===== config.mk =====
export PLATFORM = sky130hd
export DESIGN_NAME = base36_bit_permute_word_decoder
export DESIGN_NICKNAME = d
export VERILOG_FILES = /design/src/rtl/b36bpw_pkg.sv /design/src/rtl/b36bpw_serializer.sv /design/src/rtl/base36_bit_permute_word_decoder.sv
export VERILOG_INCLUDE_DIRS = /design/src /design/src/rtl
export SDC_FILE = /design/constraint.sdc
export NUM_CORES = 1
export LEC_CHECK = 0
export BUFFER_PORTS_ARGS = -buffer_cell sky130_fd_sc_hd__buf_2
export CORE_ASPECT_RATIO = 1.4
export CORE_MARGIN = 10
export CORE_UTILIZATION = 55
export CTS_BUF_LIST = sky130_fd_sc_hd__clkbuf_2
export CTS_CLUSTER_DIAMETER = 120
export CTS_CLUSTER_SIZE = 28
export DETAILED_ROUTE_END_ITERATION = 7
export HOLD_SLACK_MARGIN = 0.08
export PLACE_DENSITY = 0.71
export SETUP_SLACK_MARGIN = 0.1
export SLEW_MARGIN = 15
export SYNTH_ARGS = -nofsm -noshare
export SYNTH_HDL_FRONTEND = slang
export SYNTH_SLANG_ARGS = --single-unit

===== constraint.sdc =====
create_clock -name aclk -period 22.3 [get_ports aclk]
set_input_delay 3.345 -clock aclk [delete_from_list [all_inputs] [get_ports aclk]]
set_output_delay 3.345 -clock aclk [all_outputs]
set_load 0.01 [all_outputs]

===== src/rtl/base36_bit_permute_word_decoder_macros.svh =====
// ----------------------------------------------------------------------------
// Assertion macros for the base-36 word decoder
// Shared concurrent assertion forms, clocked on aclk, quiet during reset.
// ----------------------------------------------------------------------------
`ifndef BASE36_BIT_PERMUTE_WORD_DECODER_MACROS_SVH
`define BASE36_BIT_PERMUTE_WORD_DECODER_MACROS_SVH

// Same-cycle implication
`define B36_ASSERT_NOW(label, ante, cons, msg) \
    label: assert property (@(posedge aclk) disable iff (!aresetn) \
        (ante) |-> (cons)) else $error(msg);

// Next-cycle implication
`define B36_ASSERT_NEXT(label, ante, cons, msg) \
    label: assert property (@(posedge aclk) disable iff (!aresetn) \
        (ante) |=> (cons)) else $error(msg);

`endif


===== src/rtl/b36bpw_pkg.sv =====
// ----------------------------------------------------------------------------
// b36bpw_pkg
// Types, constants and helper functions of the base-36 word decoder.
// ----------------------------------------------------------------------------
package b36bpw_pkg;

    localparam int unsigned WORD_W      = 32;
    localparam int unsigned BYTE_W      = 8;
    localparam int unsigned GROUP_DIGITS = 7;
    localparam int unsigned POS_W       = 3;
    localparam int unsigned BCNT_W      = 2;
    localparam int unsigned DIGIT_W     = 9;

    localparam logic [POS_W-1:0]  LAST_DIGIT = POS_W'(GROUP_DIGITS - 1);
    localparam logic [BCNT_W-1:0] LAST_BYTE  = 2'd3;

    // APB register map
    localparam int unsigned APB_ADDR_W  = 3;
    localparam int unsigned APB_DATA_W  = 32;
    localparam logic        REG_SEED    = 1'b0;

    localparam logic [7:0] CHAR_ZERO = 8'h30;
    localparam logic [7:0] CHAR_NINE = 8'h39;
    // 'A' - 10: offset of the letter formula
    localparam logic [DIGIT_W-1:0] LETTER_OFS = 9'd55;

    // Bit k of a group moves to bit PERM[k] of the word
    localparam logic [4:0] PERM [WORD_W] = '{
        5'd18, 5'd29, 5'd7,  5'd25, 5'd15, 5'd31, 5'd22, 5'd27,
        5'd9,  5'd26, 5'd3,  5'd13, 5'd19, 5'd14, 5'd20, 5'd11,
        5'd5,  5'd2,  5'd23, 5'd16, 5'd10, 5'd24, 5'd28, 5'd17,
        5'd6,  5'd30, 5'd0,  5'd21, 5'd12, 5'd8,  5'd4,  5'd1
    };

    typedef struct packed {
        logic [7:0] in_char;
        logic       in_last;
    } in_t;

    typedef struct packed {
        logic [7:0] out_byte;
        logic       word_last;
        logic       message_last;
    } out_t;

    // Word handed from the group logic to the byte serializer
    typedef struct packed {
        logic              valid;
        logic [WORD_W-1:0] word;
        logic              msg_last;
    } word_req_t;

    // Digit value of a character, signed; non-digits use the letter formula
    function automatic logic [DIGIT_W-1:0] char_digit(input logic [7:0] c);
        logic [DIGIT_W-1:0] d;
        if (c >= CHAR_ZERO && c <= CHAR_NINE) begin
            d = {1'b0, c} - {1'b0, CHAR_ZERO};
        end else begin
            d = {1'b0, c} - LETTER_OFS;
        end
        return d;
    endfunction

    // 36^pos modulo 2^32
    function automatic logic [WORD_W-1:0] digit_weight(input logic [POS_W-1:0] pos);
        logic [WORD_W-1:0] w;
        unique case (pos)
            3'd0:    w = 32'd1;
            3'd1:    w = 32'd36;
            3'd2:    w = 32'd1296;
            3'd3:    w = 32'd46656;
            3'd4:    w = 32'd1679616;
            3'd5:    w = 32'd60466176;
            3'd6:    w = 32'd2176782336;
            default: w = '0;
        endcase
        return w;
    endfunction

    function automatic logic [WORD_W-1:0] permute_bits(input logic [WORD_W-1:0] v);
        logic [WORD_W-1:0] r;
        r = '0;
        for (int k = 0; k < WORD_W; k++) begin
            r[PERM[k]] = v[k];
        end
        return r;
    endfunction

endpackage


===== src/rtl/b36bpw_serializer.sv =====
// ----------------------------------------------------------------------------
// b36bpw_serializer
// Holds one decoded word and sends it as four bytes, least significant first.
// ----------------------------------------------------------------------------
`include "base36_bit_permute_word_decoder_macros.svh"

module b36bpw_serializer (
    input  logic                  aclk,
    input  logic                  aresetn,
    input  b36bpw_pkg::word_req_t ld,
    output logic                  ld_free,
    output logic                  m_valid,
    input  logic                  m_ready,
    output b36bpw_pkg::out_t      m_data
);

    logic                                 vld_reg;
    logic [b36bpw_pkg::BCNT_W-1:0]        cnt_reg;
    logic [b36bpw_pkg::WORD_W-1:0]        word_reg;
    logic                                 msg_last_reg;
    logic                                 final_take;

    // Word slot frees when its last byte is taken
    assign final_take = vld_reg && m_ready && (cnt_reg == b36bpw_pkg::LAST_BYTE);
    assign ld_free    = !vld_reg || final_take;

    // Control: load a new word or advance the byte count
    always_ff @(posedge aclk) begin
        if (!aresetn) begin
            vld_reg <= 1'b0;
            cnt_reg <= '0;
        end else if (ld.valid) begin
            vld_reg <= 1'b1;
            cnt_reg <= '0;
        end else if (vld_reg && m_ready) begin
            if (cnt_reg == b36bpw_pkg::LAST_BYTE) begin
                vld_reg <= 1'b0;
            end
            cnt_reg <= cnt_reg + 1'b1;
        end
    end

    // Payload: capture the word on load
    always_ff @(posedge aclk) begin
        if (ld.valid) begin
            word_reg     <= ld.word;
            msg_last_reg <= ld.msg_last;
        end
    end

    // Drive the current byte
    assign m_valid              = vld_reg;
    assign m_data.out_byte      = word_reg[cnt_reg*b36bpw_pkg::BYTE_W +: b36bpw_pkg::BYTE_W];
    assign m_data.word_last     = (cnt_reg == b36bpw_pkg::LAST_BYTE);
    assign m_data.message_last  = (cnt_reg == b36bpw_pkg::LAST_BYTE) && msg_last_reg;

    `B36_ASSERT_NOW(a_load_when_free, ld.valid, ld_free, "word loaded over a busy slot")
    `B36_ASSERT_NEXT(a_load_starts, ld.valid, m_valid && (cnt_reg == '0),
        "loaded word does not start at its first byte")
    `B36_ASSERT_NEXT(a_drain_ends, final_take && !ld.valid, !m_valid,
        "slot stays busy after its last byte")

endmodule


===== src/rtl/base36_bit_permute_word_decoder.sv =====
// ----------------------------------------------------------------------------
// base36_bit_permute_word_decoder
// Base-36 text to word decoder with fixed bit permutation and seed removal.
// ----------------------------------------------------------------------------
// Usage:
//   s_valid/s_ready/s_data take one character request per cycle (in_char,
//   in_last). Seven characters, least significant digit first, form one
//   group; in_last closes a group early, missing digits count as zero.
//   Each closed group is permuted, has the seed subtracted and leaves on
//   m_valid/m_ready/m_data as four bytes, LSB first, word_last on the fourth
//   and message_last on the fourth byte of a word closed by in_last.
//   The seed register sits at APB addresses 0 to 3; pready is always high.
//   A closing request is captured in the input register, then its word in
//   the serializer's word register, which drives the first byte. Throughput:
//   one character per cycle while s_ready is high, set by the digit
//   multiply-accumulate; the byte serializer keeps up with full groups while
//   m_ready is high. Groups closed early by in_last take one word slot each.
//   When the receiver stalls, the current byte holds and s_ready drops once
//   the input register holds a closing character and the word slot is busy.
//   Reset clears the seed, the group accumulator and all valid flags.
// ----------------------------------------------------------------------------
`include "base36_bit_permute_word_decoder_macros.svh"

module base36_bit_permute_word_decoder (
    input  logic                                  aclk,
    input  logic                                  aresetn,
    // Character input
    input  logic                                  s_valid,
    output logic                                  s_ready,
    input  b36bpw_pkg::in_t                       s_data,
    // Byte output
    output logic                                  m_valid,
    input  logic                                  m_ready,
    output b36bpw_pkg::out_t                      m_data,
    // Configuration
    input  logic                                  psel,
    input  logic                                  penable,
    input  logic                                  pwrite,
    input  logic [b36bpw_pkg::APB_ADDR_W-1:0]     paddr,
    input  logic [b36bpw_pkg::APB_DATA_W-1:0]     pwdata,
    output logic [b36bpw_pkg::APB_DATA_W-1:0]     prdata,
    output logic                                  pready
);

    logic [b36bpw_pkg::WORD_W-1:0]  seed_reg;
    logic                           in_vld_reg;
    b36bpw_pkg::in_t                in_reg;
    logic [b36bpw_pkg::WORD_W-1:0]  acc_reg;
    logic [b36bpw_pkg::WORD_W-1:0]  acc_next;
    logic [b36bpw_pkg::POS_W-1:0]   pos_reg;
    logic [b36bpw_pkg::POS_W-1:0]   pos_next;
    logic [b36bpw_pkg::DIGIT_W-1:0] digit;
    logic [b36bpw_pkg::WORD_W-1:0]  digit_ext;
    logic [b36bpw_pkg::WORD_W-1:0]  acc_sum;
    logic                           complete;
    logic                           proc_go;
    logic                           ld_free;
    b36bpw_pkg::word_req_t          word_req;

    // Configuration port
    assign pready = 1'b1;
    assign prdata = (paddr[b36bpw_pkg::APB_ADDR_W-1] == b36bpw_pkg::REG_SEED) ?
                    seed_reg : '0;

    always_ff @(posedge aclk) begin
        if (!aresetn) begin
            seed_reg <= '0;
        end else if (psel && penable && pwrite && pready &&
                     paddr[b36bpw_pkg::APB_ADDR_W-1] == b36bpw_pkg::REG_SEED) begin
            seed_reg <= pwdata;
        end
    end

    // Process the held character when its word, if any, can be placed
    assign complete = (pos_reg == b36bpw_pkg::LAST_DIGIT) || in_reg.in_last;
    assign proc_go  = in_vld_reg && (!complete || ld_free);
    assign s_ready  = !in_vld_reg || proc_go;

    // Input register
    always_ff @(posedge aclk) begin
        if (!aresetn) begin
            in_vld_reg <= 1'b0;
        end else if (s_valid && s_ready) begin
            in_vld_reg <= 1'b1;
        end else if (proc_go) begin
            in_vld_reg <= 1'b0;
        end
    end

    always_ff @(posedge aclk) begin
        if (s_valid && s_ready) begin
            in_reg <= s_data;
        end
    end

    // Digit multiply-accumulate
    assign digit     = b36bpw_pkg::char_digit(in_reg.in_char);
    assign digit_ext = {{(b36bpw_pkg::WORD_W - b36bpw_pkg::DIGIT_W){digit[b36bpw_pkg::DIGIT_W-1]}},
                        digit};
    assign acc_sum   = acc_reg + digit_ext * b36bpw_pkg::digit_weight(pos_reg);

    // Restart the group once a word is produced
    always_comb begin
        acc_next = acc_reg;
        pos_next = pos_reg;
        if (proc_go) begin
            if (complete) begin
                acc_next = '0;
                pos_next = '0;
            end else begin
                acc_next = acc_sum;
                pos_next = pos_reg + 1'b1;
            end
        end
    end

    always_ff @(posedge aclk) begin
        if (!aresetn) begin
            acc_reg <= '0;
            pos_reg <= '0;
        end else begin
            acc_reg <= acc_next;
            pos_reg <= pos_next;
        end
    end

    // Permute the closed group and remove the seed
    assign word_req.valid    = proc_go && complete;
    assign word_req.word     = b36bpw_pkg::permute_bits(acc_sum) - seed_reg;
    assign word_req.msg_last = in_reg.in_last;

    b36bpw_serializer u_ser (
        .aclk    (aclk),
        .aresetn (aresetn),
        .ld      (word_req),
        .ld_free (ld_free),
        .m_valid (m_valid),
        .m_ready (m_ready),
        .m_data  (m_data)
    );

    `B36_ASSERT_NOW(a_pos_range, 1'b1, pos_reg != 3'd7, "digit position beyond a group")
    `B36_ASSERT_NEXT(a_group_restart, proc_go && complete, (acc_reg == '0) && (pos_reg == '0),
        "group state not cleared after a word")
    `B36_ASSERT_NOW(a_empty_ready, !in_vld_reg, s_ready, "empty input register refuses a request")

endmodule

Yosys cells after proc, flatten, opt, wreduce, memory -nomap -nowiden
Index checks and enable logic that the tools add are counted.
Storage, ports and cells
  output and inout port bits: 45
  logic and storage cells: 62
  register bits: 113
Cells by class
  equality and inequality tests: 7
  reduce and logical (&&, ||, !) cells: 23
  add/subtract/negate cells: 6
  $lt $le $gt $ge: 2
  muxes and demuxes: 10
  $mul: 1
  shifts and indexed selects: 1
  bitwise gates (word level): 2
Operator list (number)
  $pmux W32 S7: 1
  $mux W32: 2
  $add A32 B32 Y32: 1
  $mul A9 B32 Y32: 1
  $shiftx A32 B6 Y8: 1
  $sub A32 B32 Y32: 1
  $sub A8 B6 Y9 const B: 2
  $logic_and A1 B1 Y1: 10
  $eq A3 B3 Y1 const B: 3
  $mux W9: 1
  $ge A8 B6 Y1 const B: 1
  $le A8 B6 Y1 const B: 1
  $eq A3 B2 Y1 const B: 2
  $reduce_bool A2 Y1: 3
  $mux W1: 5
  $logic_or A1 B1 Y1: 4
  $add A3 B1 Y3 const B: 1
  $eq A3 B1 Y1 const B: 1
  $logic_not A1 Y1: 3
  $logic_not A3 Y1: 1
  $mux W3: 1
  $add A2 B1 Y2 const B: 1
  $eq A2 B2 Y1 const B: 1
  $not A1 Y1: 2
  other kinds (2): 2

Logic depth before layout (Yosys ltp)
  word-level depth: 8
  mapped depth: 39

Modules after synthesis
A second synthesis with hierarchy kept.
Second synthesis, totals
  cell total of the unflattened synthesis: 1538
  area, all modules: 13400.4 µm²
By module, submodules not included
  base36_bit_permute_word_decoder: cells an instance 1480, area each 12066.6 µm², times used 1
  b36bpw_serializer: cells an instance 58, area each 1333.8 µm², times used 1

Worst setup path before layout
Ideal clock, no wire load.
  path kind: reg-to-reg
  start point: register in_reg[1] (netlist name)
  end point: register u_ser.word_reg[31] (netlist name) (data pin)
  cell stages (with the launch flop): 36
  arrival: 8.492 ns
  library setup time: 0.261 ns
  data required time: 22.039 ns
  buffers on the path: 0
  clock period less this slack: 8.753 ns
  slack: 13.547 ns
  path through: edfxtp_1 > inv_1 > ha_1 > nand3b_1 > o21ai_0 > nand3_1 > xnor2_1 > nor2_1 > nor2_1 > inv_1 > fa_1 > inv_1 > fa_1 > inv_1 > fa_1 > inv_1 > fa_1 > fa_1 > inv_1 > ha_1 > and3_1 > a311o_1 > and2_1 > a211oi_1 > o21ba_2 > o21ai_0 > xor2_1 > ha_1 > nor2b_1 > o31a_1 > o2111a_1 > o2111ai_1 > a21oi_1 > o21ai_0 > a31oi_1 > a311o_1
RTL lines
  from (decl): line base36_bit_permute_word_decoder.sv:47  | b36bpw_pkg::in_t in_reg;
  from (signal assigned): line base36_bit_permute_word_decoder.sv:92  | in_reg <= s_data;
  to (signal assigned): line b36bpw_serializer.sv:46  | word_reg <= ld.word;
  to (decl): line b36bpw_serializer.sv:19  | logic [b36bpw_pkg::WORD_W-1:0] word_reg;

==> results.json <==
{
  "wl_met2_um": 17200,
  "drv_cap": 0,
  "rsz0062_at_grt": "no",
  "cts_tree": "yes",
  "clock.fmax_mhz": 93.3,
  "placedCellCount": 1867,
  "drv_slew": 0,
  "max_slew.worst_pin.slew_ps": 1180,
  "yosysWarnings": 0,
  "drtIter0Drc": 530,
  "start_util_pct": 55.5,
  "critPathMaxStageDelay_ps": 960,
  "dieHeight_um": 203,
  "finalCriticalPeriod_ps": 10710,
  "synth-seq-cells": 113,
  "viasPerCell": 5.45,
  "crit_top_cell": "inv_1",
  "clock-sinks": 113,
  "setup.worst_path.start_class": "flip-flop",
  "avgSynthCellArea_sq_um": 8.84,
  "worstSkewPairLatency_ps": 770,
  "total_power_uw": 769,
  "grt_pass1_wl_um": 55400,
  "rows": 67,
  "grt_pass1_vias": 10900,
  "wirelength_um": 33900,
  "post_cts_buffers": 0,
  "cts_max_level": 4,
  "clk_pin_slew_ps": 230,
  "syn_inst": 1495,
  "ios": 96,
  "yosysMostFrequentCell": "inv_1",
  "cp_slowest_cell": "xnor2_1",
  "worstSetupPathType": "flip-flop to flip-flop",
  "cp_top_family": "adder cells",
  "synth_cell_types": 64,
  "arrival_ps": 11230,
  "dr_wl_met3_um": 1710,
  "synth_top_cells_by_area": "fa_1 22%, ha_1 15%, dfxtp_1 11%",
  "cp.required_ps": 22820,
  "wl_per_cell_um": 17.8,
  "outcome": "completed",
  "finalWeightedCongestion": 0.977,
  "finalSetupViolCount": 0,
  "drive_above_1_share_pct": 10.0,
  "dpl.hpwl_um": 28300,
  "powerDensity_nw_per_um2": 53.7,
  "die_x_um": 151,
  "numCtsBuffers": 17,
  "path_buf_inv": 6,
  "ys_seq_area_share_pct": 20.3,
  "core_area_sq_um": 23800,
  "place_area_sq_um": 14000,
  "hp-class": "flip-flop to flip-flop",
  "fin_hold_ws_ps": 476,
  "syn_area_sq_um": 13200,
  "path_max_fanout": 9,
  "hold_viol": 0,
  "final_cells": 1901,
  "ys_top_cells_by_count": "306 x inv_1, 156 x ha_1, 151 x nor2_1, 148 x fa_1, 125 x nand2_1",
  "async_reset_ff_share_pct": 0,
  "met1_length_um": 13100,
  "slew_headroom_pct": 21.3,
  "ctsRootBufferMaster": "clkbuf_2",
  "io_buffers": 92,
  "drtAntennaViolNets": 0,
  "postCtsResizedCells": 0,
  "first_pass_iters": 5,
  "synth_edf_count": 42,
  "crit_path_end_kind": "flip-flop",
  "top_layer": "met4",
  "syn_nets": 1850,
  "leakage_uw": 0.00697,
  "setup_tns_ps": 0,
  "holdBufCountCts": 0,
  "drc": 0,
  "synth_top_cell_area_share_pct": 22.4,
  "cts_buffer_depth": 2,
  "overflow": 0,
  "yosys.area.top_type": "fa_1",
  "grt_max_degree": 64,
  "stdcell_area_sq_um": 14300,
  "globalRouteTotalUtil_pct": 23.0,
  "ir_drop_mv": 0.0689,
  "die_area_sq_um": 30700,
  "fin_worst_skew_ps": 42.2,
  "syn2layout_area_growth_pct": 8.29,
  "antenna_found_initial": 1,
  "post-route-period-util_pct": 48.0,
  "final_nets": 1931,
  "synth_flop_cell": "dfxtp_1",
  "vias": 10400
}
## cells by family after synthesis
group	count (synthesis)	share of synthesized area, %
adders and majority gates	304	37.2
and+or+nand+nor	392	13.2
muxes	9	1.44
buffers and inverters	346	9.87
other	2	0.0568
DFF	113	20.3
xor gates and xnor gates	63	4.18
AOI/OAI and AO/OA	266	13.8
## worst paths after layout
| kind | startpoint | to | slack (ps) | cells past startpoint |
|---|---|---|---|---|
| setup / recovery | in_reg[1] | u_ser.word_reg[31] | 11590 | 35 |
| hold / removal | seed_reg[6] | seed_reg[6] | 480 | 2 |
| setup reg to reg | in_reg[1] | u_ser.word_reg[31] | 11590 | 35 |
| hold reg to reg | seed_reg[6] | seed_reg[6] | 480 | 2 |
## per-stage QoR
stage	worst slack, ps	utilization, %
finish	11590	60.1
global route	11160	60.1
detailed placement	11880	58.7
floorplan	13550	-
CTS	11760	60.1
global placement	11860	58.7
## tightest hold or removal path, stage by stage, from the launching register on
cell and delay, ps:
dfxtp_1 350, nand2_1 50, a21boi_0 60
## routing by layer
metal	vias to the layer above	global-route usage [%]
met1	4938	25.8
met5	-	0
li1	4979	-
met3	102	4.13
met4	0	12.4
met2	335	40.1
## area by class of cell
type	instances	area (sq um)
timing repair buffer	101	528
multi-input combinational	1036	9230
clock inverter	14	228
clock buffer	18	90.1
fill	2132	9500
antenna	2	5.00
inverter	307	1150
tap	310	388
sequential	113	2680
## placed cells by master (no fill, tap or decap), types with 4 or more instances in the layout
cell / n
clkbuf_2: 18
a31oi_1: 10
bufinv_16: 5
dfxtp_1: 71
or2_2: 6
buf_4: 9
o31ai_1: 4
a22oi_1: 23
buf_2: 92
xor2_1: 21
a22o_1: 8
nor2_1: 150
ha_1: 156
inv_1: 306
o21a_1: 15
nor3_1: 14
a211oi_1: 7
nand3_1: 8
edfxtp_1: 42
a21oi_1: 50
nor2b_1: 37
mux4_2: 8
a21o_1: 27
o211ai_1: 6
nand2b_1: 12
and2_1: 14
o2111ai_1: 4
and3_1: 8
nand2_1: 125
inv_6: 4
o21ai_0: 39
o21bai_1: 6
xnor2_1: 42
a21boi_0: 38
fa_1: 148
or3_1: 6
clkinv_4: 4
## power by group
group / internal (uW) / switching, uW / total (uW)
logic: 135 / 205 / 340
registers: 239 / 7.82 / 246
clock network: 87.7 / 94.4 / 182
total: 461 / 307 / 769
Note: power is estimated with default switching activity, not from simulation.
